==> config.mk <==
export PLATFORM = sky130hd
export DESIGN_NAME = tun_sqrt
export DESIGN_NICKNAME = d
export VERILOG_FILES = /design/src/rtl/tun_pkg.sv /design/src/rtl/tun_sqrt.sv
export SDC_FILE = /design/constraint.sdc
export NUM_CORES = 2
export LEC_CHECK = 0
export BUFFER_PORTS_ARGS = -buffer_cell sky130_fd_sc_hd__buf_2
export CORE_ASPECT_RATIO = 1.1
export CORE_UTILIZATION = 63
export DETAILED_ROUTE_END_ITERATION = 10
export GPL_TIMING_DRIVEN = 0
export PLACE_DENSITY_LB_ADDON = 0.05
export SYNTH_ARGS = -nofsm -noshare
export SYNTH_HDL_FRONTEND = slang
export SYNTH_SLANG_ARGS = --single-unit
==> constraint.sdc <==
create_clock -name clock -period 3.8 [get_ports clock]
set_input_delay 0.76 -clock clock [delete_from_list [all_inputs] [get_ports clock]]
set_output_delay 0.76 -clock clock [all_outputs]
set_load 0.02 [all_outputs]
==> src/rtl/tun_pkg.sv <==
// Shared types and constants for the triangle unit normal pipeline.
// No dependencies.
package tun_pkg;

   // Result component width and saturation bounds (signed)
   localparam int OUT_BITS = 16;
   localparam logic [OUT_BITS-1:0] OUT_LIM = {1'b0, {(OUT_BITS-1){1'b1}}};
   localparam logic [OUT_BITS-1:0] OUT_MIN = {1'b1, {(OUT_BITS-1){1'b0}}};

   // Vector components and vertex coordinates per word
   localparam int AXES   = 3;
   localparam int COORDS = 9;

   // Sideband that travels with every word through the pipeline
   typedef struct packed {
      logic             deg;
      logic [AXES-1:0]  neg;
   } tun_side_type;

endpackage

==> src/rtl/tun_sqrt.sv <==
// Pipelined integer square root (floor), one root bit per stage, three lanes.
// Depends on tun_pkg.
module tun_sqrt #(
   parameter int RB = 16
) (
   input  logic                 clock,
   input  logic                 reset,
   input  logic                 en,
   input  logic                 in_valid,
   input  tun_pkg::tun_side_type in_side,
   input  logic [2*RB-2:0]      in_rad [tun_pkg::AXES],
   output logic                 out_valid,
   output tun_pkg::tun_side_type out_side,
   output logic [RB-1:0]        out_root [tun_pkg::AXES]
);
   import tun_pkg::*;

   logic               valid_ff [RB];
   tun_side_type       side_ff  [RB];
   logic [2*RB-1:0]    rad_ff   [RB][AXES];
   logic [RB:0]        rem_ff   [RB][AXES];
   logic [RB-1:0]      root_ff  [RB][AXES];

   for (genvar k = 0; k < RB; k++) begin : g_stage
      logic            valid_prev;
      tun_side_type    side_prev;
      logic [2*RB-1:0] rad_prev  [AXES];
      logic [RB:0]     rem_prev  [AXES];
      logic [RB-1:0]   root_prev [AXES];

      if (k == 0) begin : g_first
         assign valid_prev = in_valid;
         assign side_prev  = in_side;
         for (genvar l = 0; l < AXES; l++) begin : g_ln
            assign rad_prev[l]  = {1'b0, in_rad[l]};
            assign rem_prev[l]  = '0;
            assign root_prev[l] = '0;
         end
      end else begin : g_next
         assign valid_prev = valid_ff[k-1];
         assign side_prev  = side_ff[k-1];
         for (genvar l = 0; l < AXES; l++) begin : g_ln
            assign rad_prev[l]  = rad_ff[k-1][l];
            assign rem_prev[l]  = rem_ff[k-1][l];
            assign root_prev[l] = root_ff[k-1][l];
         end
      end

      // valid bit
      always_ff @(posedge clock) begin
         if (reset) begin
            valid_ff[k] <= 1'b0;
         end else if (en) begin
            valid_ff[k] <= valid_prev;
         end
      end

      always_ff @(posedge clock) begin
         if (en) begin
            side_ff[k] <= side_prev;
         end
      end

      // bring down two radicand bits, try root*4+1
      for (genvar l = 0; l < AXES; l++) begin : g_lane
         logic [RB+1:0] rem_sh;
         logic [RB+1:0] trial;
         logic          ge;
         assign rem_sh = {rem_prev[l][RB-1:0], rad_prev[l][2*RB-1:2*RB-2]};
         assign trial  = {root_prev[l], 2'b01};
         assign ge     = (rem_sh >= trial);
         always_ff @(posedge clock) begin
            if (en) begin
               rem_ff[k][l]  <= ge ? (RB+1)'(rem_sh - trial) : (RB+1)'(rem_sh);
               root_ff[k][l] <= {root_prev[l][RB-2:0], ge};
               rad_ff[k][l]  <= {rad_prev[l][2*RB-3:0], 2'b00};
            end
         end
      end
   end

   assign out_valid = valid_ff[RB-1];
   assign out_side  = side_ff[RB-1];
   assign out_root  = root_ff[RB-1];

endmodule

---- After elaboration in Yosys (flattened, before gate mapping) ----
Memory sizes are Yosys's and may differ from the RTL's.
Cells that the tools add are included.
operators by class
  multiplexer cells ....................... 70
  add/sub/neg operators ................... 48
  magnitude comparators ................... 48
  bitwise operators ....................... 16
operators with widths
  kind                                                                count
  17-bit two-way mux                                                  48
  18-bit greater-or-equal comparator                                  45
  17-bit subtractor                                                   45
  1-bit two-way mux                                                   22
  1-bit bitwise OR                                                    16
  1-bit by 1-bit subtractor with 2-bit output, second input constant  3
  1-bit greater-or-equal comparator, second input constant            3
storage, ports and cells
  flip-flop bits (word level) ............. 0
  word-level logic and storage cells ...... 187
  bits in writable memories ............... 3,104
  memories ................................ 5
  output and inout bits ................... 53
  input port bits ......................... 101
memories
  name      words  width  rd ports  clocked after Yosys merged registers in  wr ports  RTL line        text
  rad_ff    16     90     15        0                                        16        tun_sqrt.sv:20  logic [2*RB-1:0] rad_ff [RB][AXES];
  rem_ff    16     51     15        0                                        16        tun_sqrt.sv:21  logic [RB:0] rem_ff [RB][AXES];
  root_ff   16     48     16        0                                        16        tun_sqrt.sv:22  logic [RB-1:0] root_ff [RB][AXES];
  side_ff   16     4      16        0                                        16        tun_sqrt.sv:19  tun_side_type side_ff [RB];
  valid_ff  16     1      16        0                                        16        tun_sqrt.sv:18  logic valid_ff [RB];

---- Longest topological paths before layout ----
  depth after elaboration ................. 4
  mapped depth ............................ 11
  depth with buffers taken out ............ 10

---- Least setup slack after synthesis ----
Ideal clock, no wire load.
  kind .................................... register to register
  from .................................... mem rem_ff[1][255] (netlist bit)
  to ...................................... mem rem_ff[1][314] (netlist bit) (data pin)
  stages on the path, launching flop included .. 10
  path buffers ............................ 1
  arrival ................................. 2,516 ps
  data required time ...................... 3,540 ps
  setup slack ............................. 1,024 ps
  clock period less this slack ............ 2,776 ps
  cells stage by stage .................... edfxtp_1 ha_1 nor2b_1 o31a_1 o221a_2 o31ai_1 a21oi_1 o21ai_4 buf_4 mux2_2
RTL lines
  element          RTL line
  start, declared  tun_sqrt.sv:21

==> results.json <==
{
  "coreArea_sq_um": 132400,
  "setup_viol_count_final": 0,
  "tns_ns": 0,
  "gpl.final_weighted_congestion": 0.9175,
  "total_power_mw": 52.53,
  "clock_path_buffers": 3,
  "yosys.area_share.simple_pct": 8.564,
  "vias": 46220,
  "start_kind": "input port",
  "die_height_um": 385.0,
  "post-route-period-util_pct": 89.52,
  "worstSetupStartpoint": "en",
  "post-dp-hpwl_mm": 96.63,
  "skew_ns": 0.01937,
  "cp.required_ns": 4.23,
  "grt_usage_pct": 20.30,
  "clockRootBuffer": "clkbuf_16",
  "grt_pass1_wl_mm": 219.1,
  "overflow": 0,
  "arrival_ns": 3.84,
  "maxCapViolCount": 0,
  "layout_commonest_cell": "edfxtp_1",
  "synth_xor_area_share_pct": 4.473,
  "p_leak_nw": 35.98,
  "cts_inserted_buffers": 178,
  "start_util_pct": 63.43,
  "synth_seq_cells": 1862,
  "cts_hold_buf": 0,
  "status": "complete, no violations",
  "drt_wl_total_mm": 136.5,
  "ant_nets": 0,
  "tightest_slew_ns": 1.148,
  "io_buffers": 153,
  "area_delta_synth_final_pct": 11.13,
  "post_cts_resized": 0,
  "synthesis.area_sq_um": 84000,
  "synth_cell_types": 100,
  "ir_worst_vdd_v": 0.0005553,
  "drt_iter0_drc": 2531,
  "drive_gt1_share_pct": 9.954,
  "clk_pin_slew_ns": 0.06,
  "synthAdderAreaFrac_pct": 6.703,
  "endpoint_kind": "flop",
  "p_per_area_nw_per_um2": 562.8,
  "htree_levels": 4,
  "fmax_mhz": 294.0,
  "avgRoutedWirePerCell_um": 16.37,
  "min_from": "in_rad[23]",
  "r2r_start": "rem_ff[1][221]$_DFFE_PP_",
  "post_drt_via_cell_ratio": 5.545,
  "io_pins": 154,
  "ys.flop_type": "edfxtp_1",
  "synthArstFlopShare_pct": 0,
  "grt_pass1_vias": 45800,
  "postCtsSetupBuffers": 0,
  "drv_slew": 0,
  "grt_antenna_before_repair": 2,
  "period_needed_ns": 3.402,
  "drc_errors": 0,
  "crit_fanout": 153,
  "relSlewSlack_pct": 21.49,
  "cts_tree": "yes",
  "synth_cells": 6070,
  "grt_max_degree": 188,
  "dieArea_sq_um": 134800,
  "first_pass_iters": 5,
  "muxShareOfSynthArea_pct": 2.032,
  "hold_class": "in2reg",
  "clock_latency_ns": 0.80,
  "die_x_um": 350.2,
  "rsz0062_at_grt": "false",
  "cts_sinks": 1862,
  "rows": 140,
  "synth_compound_area_share_pct": 8.751,
  "synth_top_family_by_area": "compound AO/OA/AOI/OAI gates",
  "final_cell_mix": "1862 x edfxtp_1, 566 x inv_1, 450 x ha_1, 361 x nor2_1, 300 x nand2_1",
  "ys_seq_area_share_pct": 66.57,
  "finalHoldViolations": 0,
  "yosysWarnings": 0,
  "path_class": "in2reg",
  "num-nets-final": 6971,
  "synth-edff-count": 1862,
  "syn_area_per_cell_sq_um": 13.84
}
## worst max-delay path, stage by stage
cell	delay, ns
buf_12	0.20
buf_16	0.48
buf_16	0.40
buf_16	0.31
buf_16	0.42
buf_16	0.31
bufbuf_16	0.61
## flip-flops by register name (all words and copies together), names as in the netlist
name and count:
valid_ff 16, side_ff 64, root_ff 408, rem_ff 654, rad_ff 720
## Yosys cell counts (all sizes together) (99+ instances only)
library cell | number | area, sq um
nand2 | 301 | 1132
edfxtp | 1862 | 55910
nor3 | 148 | 760.7
o21ai | 270 | 1366
xnor2 | 256 | 2242
nand3 | 99 | 495.5
mux2 | 116 | 1306
inv | 569 | 2136
a21oi | 281 | 1406
o21a | 136 | 1021
nor2 | 363 | 1368
ha | 450 | 5630
xor2 | 173 | 1515
## power breakdown
part	switching, mW	internal (mW)	total (mW)
Combinational	4.47	3.74	8.20
Sequential	1.19	25.5	26.7
Clock	7.27	10.4	17.7
## metal layers
layer / global-route usage, % / wire length, um / up-vias
li1: - / - / 23320
met1: 23.12 / 55440 / 21770
met2: 37.50 / 71560 / 833
met3: 3.151 / 4473 / 297
met4: 8.878 / 4997 / 0
met5: 0 / 0 / -
## path summary, 6_finish.rpt
path,end,slack (ns),cells past startpoint
hold reg to reg,rad_ff[2][26]$_DFFE_PP_,0.41,0
hold / removal,rad_ff[0][23]$_DFFE_PP_,0.13,1
setup / recovery,root_ff[1][164]$_DFFE_PP_,0.40,7
setup reg to reg,rem_ff[1][283]$_DFFE_PP_,0.56,9
## kinds of logic (layout without fill, tap and decap cells)
logic type,Yosys count,after routing
adder cells (fa/ha/maj),450,450
flip-flops,1862,1862
AO/OA/AOI/OAI,1123,1123
AND/OR/NAND/NOR,1413,1413
other,1,4
buffers and inverters,636,1124
multiplexers,156,156
XOR/XNOR,429,429
## metrics by stage
stage	cells	setup slack [ns]	hold WS, ns	utilization, %	instance area [sq um]
floorplan	6072	1.024	0.4003	-	84000
global placement	8000	-26.59	0.4002	65.69	86990
detailed placement	8011	-1.591	0.4045	65.93	87310
CTS	8335	0.2115	0.05247	70.49	93350
global route	8335	0.02922	0.07901	70.49	93350
finish	8336	0.3981	0.1269	70.49	93350
## area by class of cell
class / instances / area (sq um)
clock inverters: 117 / 1318
plain buffers: 66 / 301.5
flip-flops and latches: 1862 / 55910
clock buffers: 203 / 4591
inverters: 570 / 2140
repair buffers: 168 / 1214
multi-input cells: 3574 / 25650
well taps: 1775 / 2221
fillers: 8854 / 39080
diodes: 1 / 2.502
Power figures use the tool's default switching activity.
